`src/rtl/srsw_pkg.sv`:
```
// shared types and constants of the selective-repeat sender window
// no dependencies; used by every module of the block
package srsw_pkg;

   localparam int MAX_WINDOW   = 16;
   localparam int SLOT_W       = $clog2(MAX_WINDOW);
   localparam int WLEN_W       = SLOT_W + 1;
   localparam int PACKET_BYTES = 4096;
   localparam int NUM_W        = 20;
   localparam int CNT_W        = 21;
   localparam int SIZE_W       = 13;
   localparam int TIME_W       = 32;
   localparam int LEN_W        = 32;
   localparam int FUNC_W       = 2;
   localparam int CSR_IDX_W    = 2;

   localparam logic [FUNC_W-1:0] FUNC_START = 2'd0;
   localparam logic [FUNC_W-1:0] FUNC_ACK   = 2'd1;

   localparam logic [CSR_IDX_W-1:0] CSR_WINDOW_SIZE = 2'd0;
   localparam logic [CSR_IDX_W-1:0] CSR_TIMEOUT     = 2'd1;
   localparam logic [CSR_IDX_W-1:0] CSR_TOTAL_LEN   = 2'd2;

   localparam logic KIND_SEND   = 1'b0;
   localparam logic KIND_STATUS = 1'b1;

   localparam logic [LEN_W-1:0] PKT_BYTES_L = LEN_W'(PACKET_BYTES);

   typedef enum logic [1:0] {
      EV_START,
      EV_ACK,
      EV_POLL
   } event_type;

   typedef struct packed {
      event_type         ev;
      logic [NUM_W-1:0]  ack_seq;
      logic [TIME_W-1:0] now;
   } req_type;

   typedef struct packed {
      logic              kind;
      logic [NUM_W-1:0]  pkt_seq;
      logic [SIZE_W-1:0] pkt_len;
      logic              is_end;
      logic              retransmit;
      logic [CNT_W-1:0]  base_number;
      logic              mismatch;
      logic              done_res;
      logic              last;
   } rsp_type;

   typedef struct packed {
      logic [4:0]        win_size;
      logic [TIME_W-1:0] timeout_ticks;
      logic [LEN_W-1:0]  total_length;
   } cfg_type;

endpackage

```
`src/rtl/srsw_req_q.sv`:
```
// front end: takes event words, decodes the event kind, holds two of them
// depends on srsw_pkg
module srsw_req_q (
   input  logic                           clock,
   input  logic                           reset,
   input  logic                           push,
   output logic                           full,
   input  logic [srsw_pkg::FUNC_W-1:0]    func,
   input  logic [srsw_pkg::NUM_W-1:0]     ack_seq,
   input  logic [srsw_pkg::TIME_W-1:0]    now,
   output logic                           out_valid,
   output srsw_pkg::req_type              out_word,
   input  logic                           out_pop
);

   srsw_pkg::req_type mem_ff [2];
   srsw_pkg::req_type word_in;
   logic              wr_ptr_ff;
   logic              rd_ptr_ff;
   logic [1:0]        count_ff;
   logic              do_push;
   logic              do_pop;

   always_comb begin
      word_in.ack_seq = ack_seq;
      word_in.now     = now;
      unique case (func)
         srsw_pkg::FUNC_START: word_in.ev = srsw_pkg::EV_START;
         srsw_pkg::FUNC_ACK:   word_in.ev = srsw_pkg::EV_ACK;
         default:              word_in.ev = srsw_pkg::EV_POLL;   // unused code polls
      endcase
   end

   assign full      = (count_ff == 2'd2);
   assign out_valid = (count_ff != 2'd0);
   assign out_word  = mem_ff[rd_ptr_ff];
   assign do_push   = push && !full;
   assign do_pop    = out_pop && out_valid;

   always_ff @(posedge clock) begin
      if (do_push) begin
         mem_ff[wr_ptr_ff] <= word_in;
      end
      if (reset) begin
         wr_ptr_ff <= 1'b0;
         rd_ptr_ff <= 1'b0;
         count_ff  <= 2'd0;
      end else begin
         if (do_push) wr_ptr_ff <= !wr_ptr_ff;
         if (do_pop)  rd_ptr_ff <= !rd_ptr_ff;
         count_ff <= count_ff + {1'b0, do_push} - {1'b0, do_pop};
      end
   end

endmodule

```
`src/rtl/srsw_rsp_q.sv`:
```
// result queue: two words between the engine and the result ports
// depends on srsw_pkg
module srsw_rsp_q (
   input  logic              clock,
   input  logic              reset,
   input  logic              push,
   input  srsw_pkg::rsp_type in_word,
   output logic              full,
   output logic              empty,
   output srsw_pkg::rsp_type out_word,
   input  logic              pop
);

   srsw_pkg::rsp_type mem_ff [2];
   logic              wr_ptr_ff;
   logic              rd_ptr_ff;
   logic [1:0]        count_ff;
   logic              do_push;
   logic              do_pop;

   assign full     = (count_ff == 2'd2);
   assign empty    = (count_ff == 2'd0);
   assign out_word = mem_ff[rd_ptr_ff];
   assign do_push  = push && !full;
   assign do_pop   = pop && !empty;

   always_ff @(posedge clock) begin
      if (do_push) begin
         mem_ff[wr_ptr_ff] <= in_word;
      end
      if (reset) begin
         wr_ptr_ff <= 1'b0;
         rd_ptr_ff <= 1'b0;
         count_ff  <= 2'd0;
      end else begin
         if (do_push) wr_ptr_ff <= !wr_ptr_ff;
         if (do_pop)  rd_ptr_ff <= !rd_ptr_ff;
         count_ff <= count_ff + {1'b0, do_push} - {1'b0, do_pop};
      end
   end

endmodule

```
`src/rtl/srsw_engine.sv`:
```
// back end: window state, ack marking, slide, refill and send scan, one slot a cycle
// unless a full result queue holds the scan; depends on srsw_pkg
module srsw_engine (
   input  logic              clock,
   input  logic              reset,
   input  srsw_pkg::cfg_type cfg,
   input  logic              req_valid,
   input  srsw_pkg::req_type req_word,
   output logic              req_pop,
   output logic              rsp_push,
   output srsw_pkg::rsp_type rsp_word,
   input  logic              rsp_full
);

   localparam int SW = srsw_pkg::SLOT_W;
   localparam int LW = srsw_pkg::WLEN_W;

   typedef enum logic [2:0] {
      ST_IDLE,
      ST_SLIDE,
      ST_REFILL,
      ST_SCAN_INIT,
      ST_SCAN,
      ST_STATUS
   } state_type;

   state_type                          state_ff;
   logic                               acked_ff [srsw_pkg::MAX_WINDOW];
   logic                               sent_ff  [srsw_pkg::MAX_WINDOW];
   logic [srsw_pkg::TIME_W-1:0]        time_ff  [srsw_pkg::MAX_WINDOW];
   logic [srsw_pkg::NUM_W-1:0]         num_ff   [srsw_pkg::MAX_WINDOW];
   logic [srsw_pkg::SIZE_W-1:0]        size_ff  [srsw_pkg::MAX_WINDOW];
   logic                               end_ff   [srsw_pkg::MAX_WINDOW];
   logic [SW-1:0]                      head_ff;
   logic [SW-1:0]                      tail_ff;
   logic [SW-1:0]                      scan_ff;
   logic                               active_ff;
   logic [srsw_pkg::CNT_W-1:0]         base_ff;
   logic [srsw_pkg::CNT_W-1:0]         next_pkt_ff;
   logic [srsw_pkg::LEN_W-1:0]         bytes_left_ff;
   logic [LW-1:0]                      win_len_ff;
   logic                               started_ff;
   logic                               mis_ff;
   logic [srsw_pkg::TIME_W-1:0]        now_ff;

   logic [LW-1:0]                      win_len_in;
   logic [srsw_pkg::NUM_W-1:0]         ack_dist;
   logic [LW-1:0]                      win_count;
   logic [LW:0]                        ack_sum;
   logic [SW-1:0]                      ack_slot;
   logic [SW-1:0]                      head_next_in;
   logic [SW-1:0]                      tail_next_in;
   logic [SW-1:0]                      scan_next_in;
   logic [srsw_pkg::LEN_W-1:0]         pkt_size_in;
   logic [srsw_pkg::LEN_W-1:0]         bytes_after_in;
   logic                               scan_due;
   logic [srsw_pkg::TIME_W-1:0]        elapsed;

   function automatic logic [SW-1:0] step_idx(input logic [SW-1:0] i, input logic [LW-1:0] len);
      logic [LW-1:0] n;
      n = {1'b0, i} + LW'(1);
      step_idx = (n >= len) ? '0 : n[SW-1:0];
   endfunction

   always_comb begin
      if (cfg.win_size == 5'd0) begin
         win_len_in = LW'(1);
      end else if (cfg.win_size > 5'(srsw_pkg::MAX_WINDOW)) begin
         win_len_in = LW'(srsw_pkg::MAX_WINDOW);
      end else begin
         win_len_in = LW'(cfg.win_size);
      end
   end

   always_comb begin
      ack_dist = req_word.ack_seq - base_ff[srsw_pkg::NUM_W-1:0];
      if (!active_ff) begin
         win_count = '0;
      end else if (tail_ff >= head_ff) begin
         win_count = LW'({1'b0, tail_ff} - {1'b0, head_ff}) + LW'(1);
      end else begin
         win_count = LW'({1'b0, tail_ff} + win_len_ff - {1'b0, head_ff}) + LW'(1);
      end
      // distance is below the count here, so one subtract wraps it
      ack_sum = {2'b00, head_ff} + (LW+1)'(ack_dist[LW-1:0]);
      if (ack_sum >= {1'b0, win_len_ff}) begin
         ack_slot = SW'(ack_sum - {1'b0, win_len_ff});
      end else begin
         ack_slot = ack_sum[SW-1:0];
      end
   end

   assign head_next_in   = step_idx(head_ff, win_len_ff);
   assign tail_next_in   = step_idx(tail_ff, win_len_ff);
   assign scan_next_in   = step_idx(scan_ff, win_len_ff);
   assign pkt_size_in    = (bytes_left_ff > srsw_pkg::PKT_BYTES_L) ? srsw_pkg::PKT_BYTES_L
                                                                   : bytes_left_ff;
   assign bytes_after_in = bytes_left_ff - pkt_size_in;
   assign elapsed        = now_ff - time_ff[scan_ff];
   assign scan_due       = !acked_ff[scan_ff] &&
                           (!sent_ff[scan_ff] || (elapsed >= cfg.timeout_ticks));

   always_comb begin
      rsp_word = '0;
      rsp_word.base_number = base_ff;
      rsp_push = 1'b0;
      if (state_ff == ST_SCAN) begin
         rsp_word.kind       = srsw_pkg::KIND_SEND;
         rsp_word.pkt_seq    = num_ff[scan_ff];
         rsp_word.pkt_len    = size_ff[scan_ff];
         rsp_word.is_end     = end_ff[scan_ff];
         rsp_word.retransmit = sent_ff[scan_ff];
         rsp_push            = scan_due && !rsp_full;
      end else if (state_ff == ST_STATUS) begin
         rsp_word.kind     = srsw_pkg::KIND_STATUS;
         rsp_word.mismatch = mis_ff;
         rsp_word.done_res = started_ff && !active_ff && (bytes_left_ff == '0);
         rsp_word.last     = 1'b1;
         rsp_push          = !rsp_full;
      end
   end

   assign req_pop = (state_ff == ST_IDLE) && req_valid;

   always_ff @(posedge clock) begin
      if (reset) begin
         state_ff      <= ST_IDLE;
         head_ff       <= '0;
         tail_ff       <= '0;
         scan_ff       <= '0;
         active_ff     <= 1'b0;
         base_ff       <= '0;
         next_pkt_ff   <= '0;
         bytes_left_ff <= '0;
         win_len_ff    <= LW'(1);
         started_ff    <= 1'b0;
         mis_ff        <= 1'b0;
         for (int k = 0; k < srsw_pkg::MAX_WINDOW; k++) begin
            acked_ff[k] <= 1'b0;
            sent_ff[k]  <= 1'b0;
         end
      end else begin
         unique case (state_ff)
            ST_IDLE: begin
               if (req_valid) begin
                  now_ff <= req_word.now;
                  mis_ff <= 1'b0;
                  unique case (req_word.ev)
                     srsw_pkg::EV_START: begin
                        win_len_ff    <= win_len_in;
                        for (int k = 0; k < srsw_pkg::MAX_WINDOW; k++) begin
                           acked_ff[k] <= 1'b0;
                           sent_ff[k]  <= 1'b0;
                        end
                        head_ff       <= '0;
                        tail_ff       <= '0;
                        active_ff     <= 1'b0;
                        base_ff       <= '0;
                        next_pkt_ff   <= '0;
                        bytes_left_ff <= cfg.total_length;
                        started_ff    <= 1'b1;
                        state_ff      <= ST_REFILL;
                     end
                     srsw_pkg::EV_ACK: begin
                        if ({{(srsw_pkg::NUM_W-LW){1'b0}}, win_count} > ack_dist) begin
                           acked_ff[ack_slot] <= 1'b1;
                           state_ff           <= ST_SLIDE;
                        end else begin
                           mis_ff   <= 1'b1;
                           state_ff <= ST_SCAN_INIT;
                        end
                     end
                     default: state_ff <= ST_SCAN_INIT;
                  endcase
               end
            end
            ST_SLIDE: begin
               if (!active_ff) begin
                  state_ff <= ST_REFILL;
               end else if (head_ff != tail_ff && acked_ff[head_ff]) begin
                  base_ff <= base_ff + srsw_pkg::CNT_W'(1);
                  head_ff <= head_next_in;
               end else begin
                  // last slot acked empties the window
                  if (acked_ff[head_ff]) begin
                     active_ff <= 1'b0;
                     base_ff   <= base_ff + srsw_pkg::CNT_W'(1);
                  end
                  state_ff <= ST_REFILL;
               end
            end
            ST_REFILL: begin
               if (bytes_left_ff == '0) begin
                  state_ff <= ST_SCAN_INIT;
               end else if (!active_ff || tail_next_in != head_ff) begin
                  if (!active_ff) begin
                     head_ff   <= '0;
                     tail_ff   <= '0;
                     active_ff <= 1'b1;
                  end else begin
                     tail_ff <= tail_next_in;
                  end
                  for (int k = 0; k < srsw_pkg::MAX_WINDOW; k++) begin
                     if (SW'(k) == (active_ff ? tail_next_in : SW'(0))) begin
                        num_ff[k]   <= next_pkt_ff[srsw_pkg::NUM_W-1:0];
                        size_ff[k]  <= pkt_size_in[srsw_pkg::SIZE_W-1:0];
                        end_ff[k]   <= (bytes_after_in == '0);
                        acked_ff[k] <= 1'b0;
                        sent_ff[k]  <= 1'b0;
                     end
                  end
                  bytes_left_ff <= bytes_after_in;
                  next_pkt_ff   <= next_pkt_ff + srsw_pkg::CNT_W'(1);
               end else begin
                  state_ff <= ST_SCAN_INIT;
               end
            end
            ST_SCAN_INIT: begin
               scan_ff  <= head_ff;
               state_ff <= active_ff ? ST_SCAN : ST_STATUS;
            end
            ST_SCAN: begin
               if (!scan_due || !rsp_full) begin
                  if (scan_due) begin
                     sent_ff[scan_ff] <= 1'b1;
                     time_ff[scan_ff] <= now_ff;
                  end
                  if (scan_ff == tail_ff) begin
                     state_ff <= ST_STATUS;
                  end else begin
                     scan_ff <= scan_next_in;
                  end
               end
            end
            ST_STATUS: begin
               if (!rsp_full) state_ff <= ST_IDLE;
            end
            default: state_ff <= ST_IDLE;
         endcase
      end
   end

endmodule

```
`src/rtl/selective_repeat_sender_window.sv`:
```
// selective-repeat sender window: event queue, window engine, result queue
// path to the status word: a poll or an ignored ack runs scan init, the slot scan and
// the status word; a start refills the window first, a matched ack slides and then refills
// throughput: one event at a time in the engine, two more held in the event queue;
// the scan and the status word wait while the result queue is full
// reset: synchronous, empties both queues, clears the window, registers to their defaults
module selective_repeat_sender_window (
   input  logic                              clock,
   input  logic                              reset,
   input  logic                              req_push,
   output logic                              req_full,
   input  logic [srsw_pkg::FUNC_W-1:0]       req_func,
   input  logic [srsw_pkg::NUM_W-1:0]        req_ack_seq,
   input  logic [srsw_pkg::TIME_W-1:0]       req_now,
   output logic                              rsp_empty,
   input  logic                              rsp_pop,
   output logic                              rsp_kind,
   output logic [srsw_pkg::NUM_W-1:0]        rsp_pkt_seq,
   output logic [srsw_pkg::SIZE_W-1:0]       rsp_pkt_len,
   output logic                              rsp_is_end,
   output logic                              rsp_retransmit,
   output logic [srsw_pkg::CNT_W-1:0]        rsp_base_number,
   output logic                              rsp_mismatch,
   output logic                              rsp_done_res,
   output logic                              rsp_last,
   input  logic                              csr_valid,
   output logic                              csr_ready,
   input  logic [srsw_pkg::CSR_IDX_W-1:0]    csr_index,
   input  logic [31:0]                       csr_data
);

   srsw_pkg::cfg_type cfg_ff;
   srsw_pkg::req_type req_word;
   srsw_pkg::rsp_type eng_word;
   srsw_pkg::rsp_type out_word;
   logic              req_valid;
   logic              req_pop;
   logic              eng_push;
   logic              rsp_full;

   assign csr_ready = 1'b1;

   always_ff @(posedge clock) begin
      if (reset) begin
         cfg_ff.win_size      <= 5'd10;
         cfg_ff.timeout_ticks <= 32'd1;
         cfg_ff.total_length  <= '0;
      end else if (csr_valid) begin
         case (csr_index)
            srsw_pkg::CSR_WINDOW_SIZE: cfg_ff.win_size      <= csr_data[4:0];
            srsw_pkg::CSR_TIMEOUT:     cfg_ff.timeout_ticks <= csr_data;
            srsw_pkg::CSR_TOTAL_LEN:   cfg_ff.total_length  <= csr_data;
            default: ;
         endcase
      end
   end

   srsw_req_q u_req_q (
      .clock      (clock),
      .reset      (reset),
      .push       (req_push),
      .full       (req_full),
      .func       (req_func),
      .ack_seq    (req_ack_seq),
      .now        (req_now),
      .out_valid  (req_valid),
      .out_word   (req_word),
      .out_pop    (req_pop)
   );

   srsw_engine u_engine (
      .clock     (clock),
      .reset     (reset),
      .cfg       (cfg_ff),
      .req_valid (req_valid),
      .req_word  (req_word),
      .req_pop   (req_pop),
      .rsp_push  (eng_push),
      .rsp_word  (eng_word),
      .rsp_full  (rsp_full)
   );

   srsw_rsp_q u_rsp_q (
      .clock    (clock),
      .reset    (reset),
      .push     (eng_push),
      .in_word  (eng_word),
      .full     (rsp_full),
      .empty    (rsp_empty),
      .out_word (out_word),
      .pop      (rsp_pop)
   );

   assign rsp_kind          = out_word.kind;
   assign rsp_pkt_seq       = out_word.pkt_seq;
   assign rsp_pkt_len       = out_word.pkt_len;
   assign rsp_is_end        = out_word.is_end;
   assign rsp_retransmit    = out_word.retransmit;
   assign rsp_base_number   = out_word.base_number;
   assign rsp_mismatch      = out_word.mismatch;
   assign rsp_done_res      = out_word.done_res;
   assign rsp_last          = out_word.last;

endmodule
```
`config.mk`:
```
export PLATFORM = sky130hd
export DESIGN_NAME = selective_repeat_sender_window
export DESIGN_NICKNAME = d
export VERILOG_FILES = /design/src/rtl/srsw_pkg.sv /design/src/rtl/srsw_req_q.sv /design/src/rtl/srsw_rsp_q.sv /design/src/rtl/srsw_engine.sv /design/src/rtl/selective_repeat_sender_window.sv
export SDC_FILE = /design/constraint.sdc
export NUM_CORES = 2
export LEC_CHECK = 0
export BUFFER_PORTS_ARGS = -buffer_cell sky130_fd_sc_hd__buf_4
export CAP_MARGIN = 20
export CORE_AREA = 2 2 448 450
export CTS_CLUSTER_DIAMETER = 50
export DETAILED_ROUTE_END_ITERATION = 7
export DIE_AREA = 0 0 450 452
export HOLD_SLACK_MARGIN = 0.03
export SLEW_MARGIN = 20
export SYNTH_ARGS = -nofsm -noshare
export SYNTH_HDL_FRONTEND = slang
export SYNTH_HIERARCHICAL = 1
export SYNTH_SLANG_ARGS = --single-unit
```
`constraint.sdc`:
```
create_clock -name clock -period 22.5 [get_ports clock]
set_clock_uncertainty 0.2 [all_clocks]
set_input_delay 1.125 -clock clock [delete_from_list [all_inputs] [get_ports clock]]
set_output_delay 1.125 -clock clock [all_outputs]
set_load 0.02 [all_outputs]
```
* Yosys cells after proc, flatten, opt, wreduce, memory -nomap -nowiden
Memory sizes are Yosys's and may differ from the RTL's. A register that Yosys moved wholly into a read port is not among the register bits.
Index checks and enable logic that the tools add are counted.
Widths: inputs -> output; s select.
** Word-level totals
- RAM bits :: 1316
- Memories kept :: 8
- Bits in registers :: 206
- Input port bits :: 93
** Cells by class
- $lt $le $gt $ge :: 9
- Eq/ne operators :: 43
- Reduce and logical (&&, ||, !) cells :: 97
- Mux-type cells :: 409
- $add $sub $neg :: 19
- Bitwise gates (word level) :: 65
** Memory list
- u_engine.time_ff :: depth 16, width 32, rd ports 1, clocked after memory_dff 1, write ports 1, line srsw_engine.sv:30 : logic [srsw_pkg::TIME_W-1:0] time_ff [srsw_pkg::MAX_WINDOW];
- u_engine.num_ff :: depth 16, width 20, rd ports 1, clocked after memory_dff 1, write ports 1, line srsw_engine.sv:31 : logic [srsw_pkg::NUM_W-1:0] num_ff [srsw_pkg::MAX_WINDOW];
- u_engine.size_ff :: depth 16, width 13, rd ports 1, clocked after memory_dff 1, write ports 1, line srsw_engine.sv:32 : logic [srsw_pkg::SIZE_W-1:0] size_ff [srsw_pkg::MAX_WINDOW];
- u_rsp_q.mem_ff :: depth 2, width 60, rd ports 1, clocked after memory_dff 1, write ports 1, line srsw_rsp_q.sv:14 : srsw_pkg::rsp_type mem_ff [2];
- u_req_q.mem_ff :: depth 2, width 54, rd ports 1, clocked after memory_dff 1, write ports 1, line srsw_req_q.sv:16 : srsw_pkg::req_type mem_ff [2];
- u_engine.acked_ff :: depth 16, width 1, rd ports 2, clocked after memory_dff 2, write ports 16, line srsw_engine.sv:28 : logic acked_ff [srsw_pkg::MAX_WINDOW];
- 2 more memories
** Operators with widths (count)
- $mux 4 :: 77
- $mux 20 :: 15
- $reduce_or 20->1 :: 15
- $mux 1 :: 264
- $mux 13 :: 15
- $reduce_or 13->1 :: 15
- $mux 32 :: 5
- $mux 21 :: 7
- $pmux 21 s2 :: 2
- $logic_not 32->1 :: 2
- $or 1x1->1 :: 64
- $pmux 32 s2 :: 1
- $sub 32x32->32 :: 2
- $add 21x1->21 const B :: 2
- $mux 35 :: 1
- $eq 4x4->1 const A :: 8
- $ge 32x32->1 :: 1
- $gt 32x13->1 const B :: 1
- $mux 3 :: 10
- $gt 5x20->1 :: 1
- $mux 5 :: 4
- $sub 20x20->20 :: 1
- $pmux 3 s6 :: 1
- $reduce_or 1->1 :: 17
- 49 further kinds :: 111

* Logic depth before layout (Yosys ltp)
- Word-level depth :: 27
- Gate-level depth with buffers :: 34
- Gate-level depth less buffers :: 30

* By module
The synthesis kept the hierarchy.
** By module, submodules not included
- srsw_engine :: cells each 3226, area an instance 53493.8 µm², times used 1
- srsw_rsp_q :: cells each 214, area an instance 4548.1 µm², times used 1
- srsw_req_q :: cells each 197, area an instance 4140.2 µm², times used 1
- selective_repeat_sender_window :: cells each 269, area an instance 2882.8 µm², times used 1

* Least setup slack after synthesis
Ideal clock, no wire load.
- Path kind :: register to register
- Start :: register with a tool-made name
- End :: memory u_rsp_q/mem_ff[0][0] in the netlist's numbering (enable)
- Path slack :: 14029 ps
- Cell stages (with the launch flop) :: 28
- Data arrival time :: 7857 ps
- Data required time :: 21886 ps
- Path buffers :: 4
- Path through :: dfxtp_1 buf_2 clkbuf_1 buf_1 mux4_2 mux4_2 inv_1 ha_1 a211oi_1 nor3_1 or4b_2 a21oi_1 o31ai_1 a211oi_1 o31ai_1 a21oi_1 xnor2_1 ha_1 nand4_1 nor4_1 a21boi_0 a21boi_0 clkbuf_1 nor2_1 nor2_1 inv_1 or3_1 inv_1
** RTL lines (line)
- end: declaration :: srsw_rsp_q.sv:14

==> report_table.html <==
<table>
<tr><th>Metric</th><th>Value</th></tr>
<tr><th colspan="2">Floorplanning</th></tr>
<tr><td>Row count</td><td>between 150 and 200</td></tr>
<tr><td>Die Outline Area</td><td>between 200000 and 250000 sq um</td></tr>
<tr><td>Die Y-Extent</td><td>452 um</td></tr>
<tr><td>Chip width</td><td>450 um</td></tr>
<tr><td>Initial core utilization</td><td>32.8%</td></tr>
<tr><td>Placeable core region</td><td>between 150000 and 200000 sq um</td></tr>
<tr><td>Total I/O pin count</td><td>between 150 and 200</td></tr>
<tr><th colspan="2">Pwr</th></tr>
<tr><td>Switching Share</td><td>a little under a third</td></tr>
<tr><td>Power share of the clock group</td><td>about a third</td></tr>
<tr><td>Share of power burned in registers</td><td>roughly two fifths</td></tr>
<tr><td>Power per cell area</td><td>~110 nW/um^2</td></tr>
<tr><td>Internal Dissipation</td><td>~5.7 mW</td></tr>
<tr><td>Maximum VDD drop</td><td>68.3 uV</td></tr>
<tr><td>Part of the total power dissipated in combinational logic</td><td>26.5%</td></tr>
<tr><td>Net switching power figure</td><td>around 2.6 mW</td></tr>
<tr><td>Leakage</td><td>around 25 nW</td></tr>
<tr><th colspan="2">GRT</th></tr>
<tr><td>Largest net degree at the start of global routing</td><td>146</td></tr>
<tr><td>Met2 track utilization from global routing</td><td>about a quarter</td></tr>
<tr><td>Routing usage on met1</td><td>roughly 20%</td></tr>
<tr><td>Initial antenna violation count</td><td>7</td></tr>
<tr><td>Busiest metal layer after global routing</td><td>met2</td></tr>
<tr><td>Vias in the first global route</td><td>35300</td></tr>
<tr><td>First-pass GRT wire length</td><td>232 mm</td></tr>
<tr><td>Total grt overflow</td><td>0</td></tr>
<tr><td>Met3 capacity usage during global routing</td><td>approximately 2.6%</td></tr>
<tr><td>Global-route usage over all layers</td><td>between 10% and 20%</td></tr>
<tr><th colspan="2">Critical path</th></tr>
<tr><td>Launching element type of the critical path</td><td>flop</td></tr>
<tr><td>CP Max Fanout</td><td>60</td></tr>
<tr><td>Slack of the worst reg-to-reg path</td><td>12.97 ns</td></tr>
<tr><td>R2r worst-path depth</td><td>24</td></tr>
<tr><td>Arrival time at the worst endpoint</td><td>9.74 ns</td></tr>
<tr><td>Critical Path Sink Type</td><td>flop</td></tr>
<tr><td>Critical path required time</td><td>22.71 ns</td></tr>
<tr><td>Reg-to-Reg End</td><td>u_rsp_q/mem_ff[0][49]$_DFFE_PP_</td></tr>
<tr><td>Classification of the worst setup path</td><td>reg2reg</td></tr>
<tr><th colspan="2">Cells and area</th></tr>
<tr><td>Most frequent standard cell in the layout excluding fill and tap cells</td><td>sky130_fd_sc_hd__edfxtp_1</td></tr>
<tr><td>Final layout net count</td><td>around 4300</td></tr>
<tr><td>Filler cells</td><td>18400</td></tr>
<tr><td>Post-synthesis to final-layout area growth</td><td>14.9%</td></tr>
<tr><td>Non-Filler Instances</td><td>around 6900</td></tr>
<tr><td>Layout cell share with drive strength beyond 1</td><td>23.5%</td></tr>
<tr><td>Commonest cells after routing, fill and taps aside</td><td>1316 x sky130_fd_sc_hd__edfxtp_1, 344 x sky130_fd_sc_hd__mux4_2, 214 x sky130_fd_sc_hd__buf_4</td></tr>
<tr><th colspan="2">Yosys</th></tr>
<tr><td>Number of different library cells in the post-synthesis netlist</td><td>between 90 and 100</td></tr>
<tr><td>Adder-cell share of the synthesized area</td><td>~3.0%</td></tr>
<tr><td>Synth area leaders</td><td>sky130_fd_sc_hd__edfxtp_1 61%, sky130_fd_sc_hd__mux4_2 12%, sky130_fd_sc_hd__dfxtp_1 6.6%</td></tr>
<tr><td>Share of the synthesized netlist area taken by xor and xnor gates</td><td>approximately 1.3%</td></tr>
<tr><td>Synth Area in Simple Gates</td><td>about 6.5%</td></tr>
<tr><td>Post-synth EDFFs</td><td>about 1300</td></tr>
<tr><td>Cell count after synthesis</td><td>3906</td></tr>
<tr><td>Fraction of synthesis flops using an asynchronous set or reset pin</td><td>0%</td></tr>
<tr><td>Mux cell area share after synthesis</td><td>15.2%</td></tr>
<tr><td>Total nets after synthesis</td><td>4148</td></tr>
<tr><td>Fraction of post-synthesis cell area in the top cell type by area</td><td>between 60% and 70%</td></tr>
<tr><td>Synth Cell Area</td><td>roughly 65000 sq um</td></tr>
<tr><td>Largest family of logic cells by synthesized area</td><td>multiplexers</td></tr>
<tr><td>Portion of the post-synthesis area used by sequential elements</td><td>~67%</td></tr>
<tr><td>Number of warnings printed during yosys synthesis</td><td>6</td></tr>
<tr><td>Compound-Gate Fraction of Synth Area</td><td>roughly 4.5%</td></tr>
<tr><td>Top flip-flop cell by instance count after synthesis</td><td>sky130_fd_sc_hd__edfxtp_1</td></tr>
<tr><td>FF+latch count, synth</td><td>approximately 1500</td></tr>
<tr><td>Avg Cell Area, Syn</td><td>~17 sq um</td></tr>
<tr><td>Dominant cell type by area after synthesis</td><td>sky130_fd_sc_hd__edfxtp_1</td></tr>
<tr><th colspan="2">Placed design</th></tr>
<tr><td>Number of buffer cells added on primary ports</td><td>between 150 and 200</td></tr>
<tr><td>Routability Congestion</td><td>roughly 0.89</td></tr>
<tr><td>Number of cells after detailed placement</td><td>approximately 6600</td></tr>
<tr><td>Post-detailed-placement half-perimeter wirelength</td><td>94.2 mm</td></tr>
<tr><th colspan="2">Clock network</th></tr>
<tr><td>Cts bufs inserted</td><td>roughly 160</td></tr>
<tr><td>TritonCTS sink count</td><td>around 1500</td></tr>
<tr><td>Clock H-tree levels</td><td>4</td></tr>
<tr><td>Post-CTS setup repair buffer count</td><td>0</td></tr>
<tr><td>Clock tree from TritonCTS</td><td>built</td></tr>
<tr><td>Clock transition at the register clock pins on the worst setup and hold paths after CTS</td><td>roughly 0.06 ns</td></tr>
<tr><td>Clock latency of the later-clocked register in the worst-skew pair</td><td>0.80 ns</td></tr>
<tr><td>Count of cells resized by post-cts repair</td><td>0</td></tr>
<tr><td>Cts hold-fix bufs</td><td>0</td></tr>
<tr><td>Number of buffers between clock root and the deepest sink</td><td>3</td></tr>
<tr><td>Cell chosen for the clock root</td><td>sky130_fd_sc_hd__clkbuf_16</td></tr>
<tr><th colspan="2">STA</th></tr>
<tr><td>Fmax achieved</td><td>about 100 MHz</td></tr>
<tr><td>Total setup violations reported at the end of the flow</td><td>0</td></tr>
<tr><td>Setup TNS after final layout</td><td>0 ns</td></tr>
<tr><td>Share of the cycle needed by the critical path after routing</td><td>42.4%</td></tr>
<tr><td>Measured slew at the worst slew-check pin</td><td>roughly 1.5 ns</td></tr>
<tr><td>Pins Over Slew Limit</td><td>0</td></tr>
<tr><td>Count of endpoints failing hold in the final timing report</td><td>0</td></tr>
<tr><td>Final min period</td><td>between 9 and 10 ns</td></tr>
<tr><td>Relative slew margins</td><td>1.65%</td></tr>
<tr><td>Setup repair after global routing missed its margin</td><td>no</td></tr>
<tr><th colspan="2">Min path</th></tr>
<tr><td>Type of the tightest min-delay check</td><td>reg2reg</td></tr>
<tr><td>Hold Startpoint</td><td>u_engine/sent_ff[15]$_DFF_P_</td></tr>
<tr><td>Hold EP</td><td>u_engine/sent_ff[15]$_DFF_P_</td></tr>
<tr><td>Cell depth of the worst hold path</td><td>1</td></tr>
<tr><th colspan="2">Route</th></tr>
<tr><td>Count of vias placed by the detailed router</td><td>~35000</td></tr>
<tr><td>Number of vias per cell after detailed routing</td><td>about 5.1</td></tr>
<tr><td>Detailed-routing iteration count for the pre-antenna-repair pass</td><td>5</td></tr>
<tr><td>Avg WL per Cell</td><td>roughly 23 um</td></tr>
<tr><td>Drt total wl</td><td>around 160 mm</td></tr>
<tr><td>DR DRC count</td><td>0</td></tr>
<tr><td>Detail Route Antenna Nets</td><td>0</td></tr>
<tr><td>Violation count after the first detailed-routing iteration</td><td>3338</td></tr>
<tr><th colspan="2">Job</th></tr>
<tr><td>Number of max-cap violations</td><td>0</td></tr>
<tr><th colspan="2">Outcome</th></tr>
<tr><td>Run status</td><td>finished, final reports clean</td></tr>
</table>
[logic make-up after synthesis]
kind of cell | Yosys count
adders and majority gates | 150
and+or+nand+nor | 793
buffers and inverters | 347
DFF | 1531
muxes | 541
AOI/OAI and AO/OA | 445
other | 2
xor gates and xnor gates | 97
[routing by layer]
layer	wire [um]	share of wire (%)
met5	0	0
met4	6740	4.3
met3	8530	5.4
met2	76800	49
met1	65700	42
[power by group through the flow]
stage                     Sequential (mW)  Clock (mW)  Combinational [mW]
after global routing                 3.47        2.81                2.39
after floorplan                      3.40           0                1.64
final                                3.45        2.63                2.19
after global placement               3.50           0                2.15
after detailed placement             3.51           0                2.17
after CTS                            3.45        2.69                2.18
[registers in the layout (all words and copies together), names as in the netlist, 21 cells and up, named ones only]
| signal | cells |
|---|---|
| u_engine/time_ff | 512 |
| u_engine/num_ff | 320 |
| u_engine/size_ff | 208 |
| u_rsp_q/mem_ff | 120 |
| u_req_q/mem_ff | 108 |
| cfg_ff | 69 |
| u_engine/bytes_left_ff | 32 |
| u_engine/now_ff | 32 |
| u_engine/base_ff | 21 |
[stage by stage]
step                      power, mW  worst slack [ns]  hold slack (ns)  util [%]  instance area [sq um]
after floorplan                5.04             14.03            0.221         -                  65100
after global placement         5.65             12.53            0.228      35.0                  69400
after detailed placement       5.68             12.88            0.239      35.0                  69400
after CTS                      8.33             12.83            0.245      37.6                  74700
after global routing           8.66             12.14            0.260      37.6                  74700
final                          8.26             12.97            0.254      37.6                  74700
[final cells by class]
| type | instances | area [sq um] | area share, % |
|---|---|---|---|
| antenna | 4 | 10.0 | 0.0134 |
| clock buffer | 202 | 4290 | 5.74 |
| clock inverter | 105 | 991 | 1.33 |
| inverter | 158 | 594 | 0.795 |
| multi-input combinational | 2028 | 20000 | 26.8 |
| sequential | 1531 | 43800 | 58.7 |
| tap | 2656 | 3320 | 4.45 |
| timing repair buffer | 217 | 1660 | 2.22 |
[worst max-delay path: stages (launching register included)]
cell and delay, ns:
sky130_fd_sc_hd__dfxtp_4 0.98, sky130_fd_sc_hd__buf_4 0.79, sky130_fd_sc_hd__mux4_2 0.58, sky130_fd_sc_hd__mux4_2 0.49, sky130_fd_sc_hd__inv_1 0.07, sky130_fd_sc_hd__ha_1 0.29, sky130_fd_sc_hd__a21oi_1 0.24, sky130_fd_sc_hd__or4b_2 0.61
sky130_fd_sc_hd__a21oi_1 0.30, sky130_fd_sc_hd__o31ai_1 0.21, sky130_fd_sc_hd__a211oi_1 0.42, sky130_fd_sc_hd__o31ai_1 0.13, sky130_fd_sc_hd__a21oi_1 0.20, sky130_fd_sc_hd__xnor2_1 0.09, sky130_fd_sc_hd__ha_1 0.29, sky130_fd_sc_hd__nand4_1 0.10
sky130_fd_sc_hd__nor4_1 0.27, sky130_fd_sc_hd__a21boi_0 0.22, sky130_fd_sc_hd__a21boi_1 0.81, sky130_fd_sc_hd__nor2_1 0.23, sky130_fd_sc_hd__nor2_1 0.24, sky130_fd_sc_hd__inv_1 0.07, sky130_fd_sc_hd__or3_1 0.38, sky130_fd_sc_hd__clkinv_2 0.05
sky130_fd_sc_hd__buf_4 0.74
[synthesized netlist by cell type, drive strengths merged, types with 63 or more instances]
| cell type | instances |
|---|---|
| edfxtp | 1316 |
| mux4 | 344 |
| dfxtp | 215 |
| nor2 | 170 |
| inv | 158 |
| ha | 139 |
| nand2b | 139 |
| clkbuf | 126 |
| nand2 | 124 |
| mux2 | 116 |
| a21oi | 111 |
| o21ai | 91 |
| mux2i | 81 |
| buf | 63 |
[worst max path at each step]
| stage | startpoint | end | slack (ns) | cells past startpoint |
|---|---|---|---|---|
| after floorplan | flop | u_rsp_q/mem_ff[0][0]$_DFFE_PP_ | 14.03 | 27 |
| after global placement | flop | u_rsp_q/mem_ff[0][53]$_DFFE_PP_ | 12.53 | 25 |
| after detailed placement | flop | u_rsp_q/mem_ff[0][49]$_DFFE_PP_ | 12.88 | 25 |
| after CTS | flop | u_rsp_q/mem_ff[0][49]$_DFFE_PP_ | 12.83 | 25 |
| after global routing | flop | u_rsp_q/mem_ff[0][47]$_DFFE_PP_ | 12.14 | 24 |
| final | flop | u_rsp_q/mem_ff[0][49]$_DFFE_PP_ | 12.97 | 24 |
No activity file was read; power rests on OpenSTA's default activity.
